`src/sv/assert_macros.svh`:
```
// assertion macros used by the top-level rtl file
`ifndef ASSERT_MACROS_SVH
`define ASSERT_MACROS_SVH

// same-cycle implication, checked out of reset
`define ASSERT_SAME(label, clk, rst_n, ante, cons) \
    label: assert property (@(posedge clk) disable iff (!rst_n) (ante) |-> (cons)) \
        else $error("assertion failed");

// next-cycle implication, checked out of reset
`define ASSERT_NEXT(label, clk, rst_n, ante, cons) \
    label: assert property (@(posedge clk) disable iff (!rst_n) (ante) |=> (cons)) \
        else $error("assertion failed");

`endif

```
`src/sv/bde_pkg.sv`:
```
// types and constants for the button debouncer
package bde_pkg;

    // timer width used for the elapsed-time arithmetic
    localparam int TIME_BITS = 32;
    localparam int NOW_W     = 32;
    localparam int MS_W      = 16;
    localparam int CFG_IDX_W = 2;
    localparam int CFG_W     = MS_W;

    // register indexes on the configuration port
    typedef enum logic [CFG_IDX_W-1:0] {
        CFG_ACTIVE_LOW = 2'd0,
        CFG_PRESS_MS   = 2'd1,
        CFG_RELEASE_MS = 2'd2
    } cfg_idx_t;

    // status codes of a result word
    typedef enum logic [2:0] {
        ST_PRESSED       = 3'd0,
        ST_RELEASED      = 3'd1,
        ST_JUST_PRESSED  = 3'd2,
        ST_JUST_RELEASED = 3'd3,
        ST_IDLE          = 3'd4
    } status_t;

    // one pin sample as it travels between the stages
    typedef struct packed {
        logic             pin_level;
        logic [NOW_W-1:0] now_ms;
    } sample_t;

    // reset values of the press and release time registers
    localparam logic [MS_W-1:0] PRESS_MS_RST   = 16'd30;
    localparam logic [MS_W-1:0] RELEASE_MS_RST = 16'd40;

endpackage

```
`src/sv/bde_if.sv`:
```
// handshake interfaces for the sample and status channels
interface bde_sample_if;
    logic        valid;
    logic        ready;
    logic        pin_level;
    logic [31:0] now_ms;

    modport source (output valid, output pin_level, output now_ms, input ready);
    modport sink   (input valid, input pin_level, input now_ms, output ready);
endinterface

interface bde_status_if;
    logic       valid;
    logic       ready;
    logic [2:0] button_status;

    modport source (output valid, output button_status, input ready);
    modport sink   (input valid, input button_status, output ready);
endinterface

```
`src/sv/bde_core.sv`:
```
// debounce state, configuration registers and status decision
module bde_core (
    input  logic                          clk,
    input  logic                          rst_n,
    input  logic                          cfg_we,
    input  logic [bde_pkg::CFG_IDX_W-1:0] cfg_index,
    input  logic [bde_pkg::CFG_W-1:0]     cfg_data,
    input  logic                          step,
    input  bde_pkg::sample_t              sample,
    output bde_pkg::status_t              status
);
    import bde_pkg::*;

    logic                 active_low_reg;
    logic [MS_W-1:0]      press_ms_reg;
    logic [MS_W-1:0]      release_ms_reg;

    logic                 accepted_level_reg, accepted_level_next;
    status_t              reported_reg, reported_next;
    logic [TIME_BITS-1:0] window_start_reg, window_start_next;
    logic                 debouncing_reg, debouncing_next;

    logic                 level_diff;
    logic                 pressed;
    logic [MS_W-1:0]      need;
    logic [TIME_BITS-1:0] now_t;
    logic [TIME_BITS-1:0] elapsed;
    logic                 timed_out;

    // configuration registers
    always_ff @(posedge clk or negedge rst_n)
    begin
        if (!rst_n)
        begin
            active_low_reg <= 1'b1;
            press_ms_reg   <= PRESS_MS_RST;
            release_ms_reg <= RELEASE_MS_RST;
        end
        else if (cfg_we)
        begin
            unique case (cfg_index)
                CFG_ACTIVE_LOW: active_low_reg <= cfg_data[0];
                CFG_PRESS_MS:   press_ms_reg   <= cfg_data[MS_W-1:0];
                CFG_RELEASE_MS: release_ms_reg <= cfg_data[MS_W-1:0];
                default:        ;
            endcase
        end
    end

    // window timing, wrapping subtraction
    assign level_diff = sample.pin_level != accepted_level_reg;
    assign pressed    = sample.pin_level ^ active_low_reg;
    assign need       = pressed ? press_ms_reg : release_ms_reg;
    assign now_t      = TIME_BITS'(sample.now_ms);
    assign elapsed    = now_t - window_start_reg;
    assign timed_out  = elapsed >= TIME_BITS'(need);

    // status and next state for the sample in hand
    always_comb
    begin
        accepted_level_next = accepted_level_reg;
        reported_next       = reported_reg;
        window_start_next   = window_start_reg;
        debouncing_next     = debouncing_reg;
        status              = ST_IDLE;
        if (level_diff)
        begin
            if (!debouncing_reg)
            begin
                debouncing_next   = 1'b1;
                window_start_next = now_t;
            end
            else if (timed_out)
            begin
                accepted_level_next = sample.pin_level;
                debouncing_next     = 1'b0;
                reported_next       = pressed ? ST_JUST_PRESSED : ST_JUST_RELEASED;
                status              = reported_next;
            end
        end
        else if (!debouncing_reg)
        begin
            case (reported_reg)
                ST_JUST_PRESSED:  reported_next = ST_PRESSED;
                ST_JUST_RELEASED: reported_next = ST_RELEASED;
                default:          reported_next = reported_reg;
            endcase
            status = reported_next;
        end
    end

    // debounce state, updated once per word
    always_ff @(posedge clk or negedge rst_n)
    begin
        if (!rst_n)
        begin
            accepted_level_reg <= 1'b1;
            reported_reg       <= ST_RELEASED;
            window_start_reg   <= '0;
            debouncing_reg     <= 1'b0;
        end
        else if (step)
        begin
            accepted_level_reg <= accepted_level_next;
            reported_reg       <= reported_next;
            window_start_reg   <= window_start_next;
            debouncing_reg     <= debouncing_next;
        end
    end

endmodule

```
`src/sv/button_debounce_edge_state.sv`:
```
// top level of the button debouncer with press and release events
//
// Usage: one word on the sample channel carries a raw pin level and a
// millisecond timestamp; for each word exactly one word leaves on the status
// channel (0 pressed, 1 released, 2 just pressed, 3 just released, 4 idle).
// Both channels use valid/ready; a word moves when both are high.
// An accepted sample passes through the sample register, the decision logic,
// then the status register. Throughput is one word per cycle while the
// status channel takes its words, set by the single pass through the sample
// register, the decision logic and the status register.
// A stalled status word holds in its register; the sample register still
// takes a new word and is drained as soon as the status register frees up,
// so the sample channel stalls only when both registers are full.
// Reset starts released with the pin level high, active low polarity,
// 30 ms press time and 40 ms release time. The user must write registers on the
// configuration port only while no word is in flight; the block does not enforce it.
`include "assert_macros.svh"

module button_debounce_edge_state (
    input  logic                          clk,
    input  logic                          rst_n,
    bde_sample_if.sink                    sample,
    bde_status_if.source                  status,
    input  logic                          cfg_we,
    input  logic [bde_pkg::CFG_IDX_W-1:0] cfg_index,
    input  logic [bde_pkg::CFG_W-1:0]     cfg_data
);
    import bde_pkg::*;

    logic    in_fire;
    logic    stage_valid_reg;
    sample_t stage_reg;
    logic    stage_move;
    logic    out_valid_reg;
    status_t out_status_reg;
    status_t step_status;

    // handshakes
    assign stage_move   = stage_valid_reg && (!out_valid_reg || status.ready);
    assign sample.ready = !stage_valid_reg || stage_move;
    assign in_fire      = sample.valid && sample.ready;

    // sample register
    always_ff @(posedge clk or negedge rst_n)
    begin
        if (!rst_n)
        begin
            stage_valid_reg <= 1'b0;
        end
        else if (sample.ready)
        begin
            stage_valid_reg <= sample.valid;
        end
    end

    always_ff @(posedge clk)
    begin
        if (in_fire)
        begin
            stage_reg.pin_level <= sample.pin_level;
            stage_reg.now_ms    <= sample.now_ms;
        end
    end

    // decision logic and debounce state
    bde_core u_core (
        .clk       (clk),
        .rst_n     (rst_n),
        .cfg_we    (cfg_we),
        .cfg_index (cfg_index),
        .cfg_data  (cfg_data),
        .step      (stage_move),
        .sample    (stage_reg),
        .status    (step_status)
    );

    // status register
    always_ff @(posedge clk or negedge rst_n)
    begin
        if (!rst_n)
        begin
            out_valid_reg <= 1'b0;
        end
        else if (stage_move)
        begin
            out_valid_reg <= 1'b1;
        end
        else if (status.ready)
        begin
            out_valid_reg <= 1'b0;
        end
    end

    always_ff @(posedge clk)
    begin
        if (stage_move)
        begin
            out_status_reg <= step_status;
        end
    end

    assign status.valid         = out_valid_reg;
    assign status.button_status = out_status_reg;

    // checks on the two-stage pipeline
    `ASSERT_NEXT(a_fire_fills_stage, clk, rst_n, in_fire, stage_valid_reg)
    `ASSERT_NEXT(a_stage_holds, clk, rst_n, stage_valid_reg && !stage_move, stage_valid_reg)
    `ASSERT_NEXT(a_move_gives_word, clk, rst_n, stage_move, out_valid_reg)
    `ASSERT_SAME(a_status_code, clk, rst_n, out_valid_reg, out_status_reg <= ST_IDLE)

endmodule
```
`src/flat_wrapper.sv`:
```
// flat-port wrapper written by rule: the top's interface ports become plain ports
module button_debounce_edge_state_flat import bde_pkg::*;
  (clk, rst_n, cfg_we, cfg_index, cfg_data, sample_valid, sample_pin_level, sample_now_ms, sample_ready, status_valid, status_button_status, status_ready);
  bde_sample_if sample_i ();
  bde_status_if status_i ();
  input  logic clk;
  input  logic rst_n;
  input  logic cfg_we;
  input  logic [bde_pkg::CFG_IDX_W-1:0] cfg_index;
  input  logic [bde_pkg::CFG_W-1:0] cfg_data;
  input wire logic [$bits(sample_i.valid)-1:0] sample_valid;
  input wire logic [$bits(sample_i.pin_level)-1:0] sample_pin_level;
  input wire logic [$bits(sample_i.now_ms)-1:0] sample_now_ms;
  output wire logic [$bits(sample_i.ready)-1:0] sample_ready;
  output wire logic [$bits(status_i.valid)-1:0] status_valid;
  output wire logic [$bits(status_i.button_status)-1:0] status_button_status;
  input wire logic [$bits(status_i.ready)-1:0] status_ready;
  assign sample_i.valid = sample_valid;
  assign sample_i.pin_level = sample_pin_level;
  assign sample_i.now_ms = sample_now_ms;
  assign sample_ready = sample_i.ready;
  assign status_valid = status_i.valid;
  assign status_button_status = status_i.button_status;
  assign status_i.ready = status_ready;
  button_debounce_edge_state u_core (.clk(clk), .rst_n(rst_n), .sample(sample_i), .status(status_i), .cfg_we(cfg_we), .cfg_index(cfg_index), .cfg_data(cfg_data));
endmodule
```
`config.mk`:
```
export PLATFORM = sky130hd
export DESIGN_NAME = button_debounce_edge_state_flat
export DESIGN_NICKNAME = d
export VERILOG_FILES = /design/src/sv/bde_pkg.sv /design/src/sv/bde_if.sv /design/src/sv/bde_core.sv /design/src/sv/button_debounce_edge_state.sv /design/src/flat_wrapper.sv
export VERILOG_INCLUDE_DIRS = /design/src /design/src/sv
export SDC_FILE = /design/constraint.sdc
export NUM_CORES = 1
export LEC_CHECK = 0
export ABC_AREA = 0
export BUFFER_PORTS_ARGS = -buffer_cell sky130_fd_sc_hd__buf_2
export CAP_MARGIN = 30
export CORE_MARGIN = 4
export CORE_UTILIZATION = 39
export CTS_BUF_LIST = sky130_fd_sc_hd__clkbuf_8
export DETAILED_ROUTE_END_ITERATION = 8
export GPL_ROUTABILITY_DRIVEN = 0
export PLACE_DENSITY = 0.59
export SLEW_MARGIN = 15
export SYNTH_ARGS = -nofsm -noshare
export SYNTH_HDL_FRONTEND = slang
export SYNTH_SLANG_ARGS = --single-unit
```
`constraint.sdc`:
```
create_clock -name clk -period 12.77 [get_ports clk]
set_clock_uncertainty 0.05 [all_clocks]
set_input_delay 1.277 -clock clk [delete_from_list [all_inputs] [get_ports clk]]
set_output_delay 1.277 -clock clk [all_outputs]
set_load 0.02 [all_outputs]
```
-- Word-level counts from Yosys, hierarchy flattened
Cells that the tools add are included.
- $add $sub $neg: 1
- $mul: 0
- div/mod/pow operators: 0
- magnitude comparators: 1
- equality and inequality tests: 8
- shift-type cells: 0
- multiplexer cells: 15
- bitwise operators: 2
- reductions and logical operators: 15
- operators with widths (cell ; count):
    >= comparator 32 x 16 -> 1 bit ; 1
    subtractor 32 bit ; 1
    2-to-1 mux 3 bit ; 8
    2-to-1 mux 16 bit ; 1
    AND reduction 2 bit ; 4
    AND reduction 4 bit ; 2
    equality test 3 x 2 -> 1 bit (second input constant) ; 2
    one-hot mux 3 bit (2 select lines) ; 1
    2-to-1 mux 1 bit ; 5
    inequality test 2 x 1 -> 1 bit (second input constant) ; 2
    AND reduction 3 bit ; 1
    equality test 2 x 1 -> 1 bit (second input constant) ; 1
    equality test 2 bit (second input constant) ; 1
    logical AND 1 bit ; 2
    zero test 1 bit ; 2
    zero test 2 bit ; 1
    logical OR 1 bit ; 2
    inequality test 2 bit (second input constant) ; 1
    nonzero test 2 bit ; 1
    inequality test 1 bit ; 1
    NOT 1 bit ; 1
    XOR 1 bit ; 1
- register bits: 108
- latch bits: 0
- memory bits (writable): 0
- bits in read-only memories: 0
- output and inout port bits: 5
- logic and storage cells: 54
- memories kept: 0

-- Longest topological paths before layout
- depth in word-level cells: 6
- depth in mapped cells: 19

-- Hierarchy
Synthesis repeated with hierarchy kept, for this count alone.
- cells, all modules: 642
- area total of the unflattened synthesis: 6585.1 um2
- modules (own cells, without submodules) (module ; instances ; cells an instance ; area an instance (um2) ; sequential area each (um2)):
    bde_core ; 1 ; 598 ; 5400.2 ; 1762.9
    button_debounce_edge_state ; 1 ; 44 ; 1184.9 ; 1131.1

-- Worst setup path before layout
Ideal clock, no wire load.
- path type: register to register
- start point: reg u_core.stage_reg[7] (netlist bit)
- end point: reg u_core.u_core.reported_reg[0]
- data arrival time: 4.292 ns
- slack: 8.346 ns
- cell stages (with the launch flop): 19
- path buffers: 1
- cells stage by stage: edfxtp_1 ha_1 buf_4 nand2_1 or4_1 a21oi_1 nor2_1 o21a_1 xnor2_1 ha_1 a221o_1 a31oi_1 o211ai_1 nor4_1 o2111ai_1 or4_4 nor4_4 or3_4 mux2_4
- word-level cells in the longest chain between the ends: 4
- RTL lines (item ; line ; source):
    from (decl) ; button_debounce_edge_state.sv:32 ; sample_t stage_reg;
    subtractor 32 bit ; bde_core.sv:55 ; assign elapsed = now_t - window_start_reg;
    >= comparator 32 x 16 -> 1 bit ; bde_core.sv:56 ; assign timed_out = elapsed >= TIME_BITS'(need);
    inequality test 2 x 1 -> 1 bit (no line) ; -- ;
    AND reduction 4 bit (no line) ; -- ;
    to (signal assigned) ; bde_core.sv:105 ; reported_reg <= reported_next;
    to (decl) ; bde_core.sv:19 ; status_t reported_reg, reported_next;
No other way between the ends.
A chain may end at the register's enable or synchronous reset.

-- Final worst setup path
- start point: reg u_core.stage_reg[10] (netlist bit)
- end point: reg u_core.u_core.reported_reg[0]
Same word-level chain as after synthesis.

==> flow_summary.ini <==
[global_route]
antenna_found_initial = 0
grt_usage = 0.162
grt_pass1_wl_um = 24000
grt_max_degree = 73
grt_overflow = 0
grt_pass1_vias = 4850

[die]
dieArea_sq_mm = 0.0188
core_sq_mm = 0.0161
die_w_um = 137
ios = 61
initial_core_util = 0.403
die_y_um = 137
num_rows = 46

[min_path]
holdPathStages = 2
min_from = u_core.stage_reg[6]
hold_path_end = u_core.u_core.window_start_reg[6]
min_path_type = flop to flop

[clock_tree]
postCtsHoldBufs = 0
cts-root-buf = clkbuf_8
cts_setup_buffers = 0
clock_path_buffers = 2
cts_tree = yes
cts_buffers = 9
clk_latency_ps = 400
clock_sinks = 108
h-tree-depth = 3
ctsResizeCount = 0
clkTransAtPathRegs_ps = 110

[final_layout]
final_cell_mix = 63 x dfrtp_1, 61 x nand2_1, 60 x buf_2
layout_commonest_cell = dfrtp_1
final_nets = 767
drive_gt1_frac = 0.223
antenna_cells = 0
largest_reg_flops = 33
areaGrowthSynthToFinish_pct = 10.8
final_core_util = 0.446

[synthesis]
netlist_instances = 610
yosysSeqAreaShare = 0.446
synth_seq_cells = 108
synth_edf_count = 36
syn_nets = 714
async_reset_ff_frac = 0.667
yosys_warnings = 0
syn_avg_cell_area_sq_um = 10.6
synth_cell_types = 80
synth_area_sq_mm = 0.00649
ys.flop_type = dfrtp_1

[pwr]
max-vdd-ir-drop_uv = 74.2
power.density_mw_per_mm2 = 230
p_leak_nw = 3.11

[critical_path]
start_kind = flop
crit_path_max_incr_delay_ps = 570
critPathMaxFanout = 8
startpoint = u_core.stage_reg[10]
crit_path_frequent_cell = ha_1
crit_family = simple AND/OR/NAND/NOR gates
critPathBufInv = 0
crit_arrival_ps = 5140
worst-setup-path-type = flop to flop
r2r_start = u_core.stage_reg[10]
r2r_cells = 17
timing.rr.end = u_core.u_core.reported_reg[0]
crit_chain = ha_1 > nand2_1 > or4_1 > a21oi_1 > nor2_1 > o21a_1 > xnor2_1 > ha_1 > a221o_1 > a31oi_1 > o211ai_1 > nor4_1 > o2111ai_1 > or4_4 > nor4_4 > or3_4 > mux2_4
timing.reg2reg.setup_slack_ps = 7910
slowest_stage = or4_4
required_ps = 13040
endpoint_kind = flop

[drt]
num_vias = 4615
wl_per_cell_um = 15.7
wirelength_um = 13900
dr.pass1.iters = 4
via_per_inst = 5.22
drt-initial-drc-count = 307
drc = 0
ant_nets = 0

[job]
cap_violations = 0

[placed_design]
dp_hpwl_um = 10600
portBuffers = 60

[timing]
slew_headroom = 0.421
min_period_ps = 4860
setup_tns_ps = 0
rsz0062_at_grt = no
maxSlewViolCount = 0
tightestPinTransition_ps = 865
hold_violations = 0
whs_ps = 444
fmaxAchievable_mhz = 206
setup_viol = 0
period_share = 0.381

[run_status]
outcome = completed
==> area by class of cell <==
cell class | instances | area, sq um
fillers | 1547 | 8920
well taps | 216 | 270
multi-input cells | 436 | 3280
repair buffers | 65 | 350
clock inverters | 5 | 81.3
inverters | 43 | 161
flip-flops and latches | 108 | 2890
clock buffers | 11 | 151
==> synthesized netlist by cell type, types with 3 or more instances <==
cell       count  share of area
dfrtp_1       63           0.24
o21bai_1       3         0.0035
o211ai_1       5         0.0058
o21ai_1        4         0.0031
buf_6          5         0.0087
o21a_1         9          0.010
o21ai_0       43          0.033
mux2_2        37          0.064
nor2b_1        3         0.0029
and2_1         6         0.0058
nand3_1        8         0.0062
nand2_1       61          0.035
nand2b_1      10         0.0096
nand4_1        9         0.0087
dfstp_2        9          0.036
inv_1         43          0.025
clkbuf_1      10         0.0058
nand3b_1       5         0.0058
mux2i_1       17          0.026
nor2_1        18          0.010
a21oi_1       37          0.029
xor2_1        10          0.013
o2111ai_1      3         0.0041
ha_1          47          0.091
edfxtp_1      36           0.17
a21o_1        17          0.020
a31oi_1        6         0.0058
nor3_1         4         0.0031
and3_1         3         0.0029
xnor2_1       17          0.023
==> power breakdown <==
| part | total, W | internal (W) | switching, W |
|---|---|---|---|
| logic | 0.000925 | 0.000391 | 0.000533 |
| clock network | 0.000239 | 0.000122 | 0.000117 |
| registers | 0.000489 | 0.000453 | 0.0000360 |
| total | 0.00165 | 0.000966 | 0.000687 |
==> worst max path at each step <==
stage,endpoint,cells past startpoint
after floorplan,u_core.u_core.reported_reg[0],18
after global placement,u_core.u_core.reported_reg[0],17
after detailed placement,u_core.u_core.reported_reg[0],18
after CTS,u_core.u_core.reported_reg[0],18
after global routing,u_core.u_core.reported_reg[0],19
final,u_core.u_core.reported_reg[0],17
==> worst register-to-register path, cell delays in order (launching register included) <==
cell,delay [ps]
edfxtp_1,410
ha_1,490
nand2_1,130
or4_1,470
a21oi_1,180
nor2_1,100
o21a_1,210
xnor2_1,130
ha_1,340
a221o_1,330
a31oi_1,140
o211ai_1,110
nor4_1,210
o2111ai_1,170
or4_4,570
nor4_4,270
or3_4,200
mux2_4,300
==> logic make-up after synthesis <==
logic type	Yosys count	share of synthesized area
compound gates	160	0.161
xor+xnor	27	0.0365
fa+ha+maj	48	0.0937
buf+inv	66	0.0499
flops	108	0.446
mux	56	0.0945
simple gates	145	0.118
==> metrics by stage <==
stage	power [W]	instance area [sq um]	std cells	worst slack [ps]
6_report	0.00165	7190	884	7910
5_1_grt	0.00182	7190	884	7540
4_1_cts	0.00167	7170	883	7860
3_5_place_dp	0.00142	6940	867	7890
3_3_place_gp	0.00139	6940	867	8060
2_1_floorplan	0.00124	6490	610	8350
==> layer usage <==
layer	GRT usage	routed length (um)
met1	0.214	6610
met2	0.261	6440
met3	0.0342	564
met4	0.0637	281
met5	0	0
(Power assumes the default switching activity.)
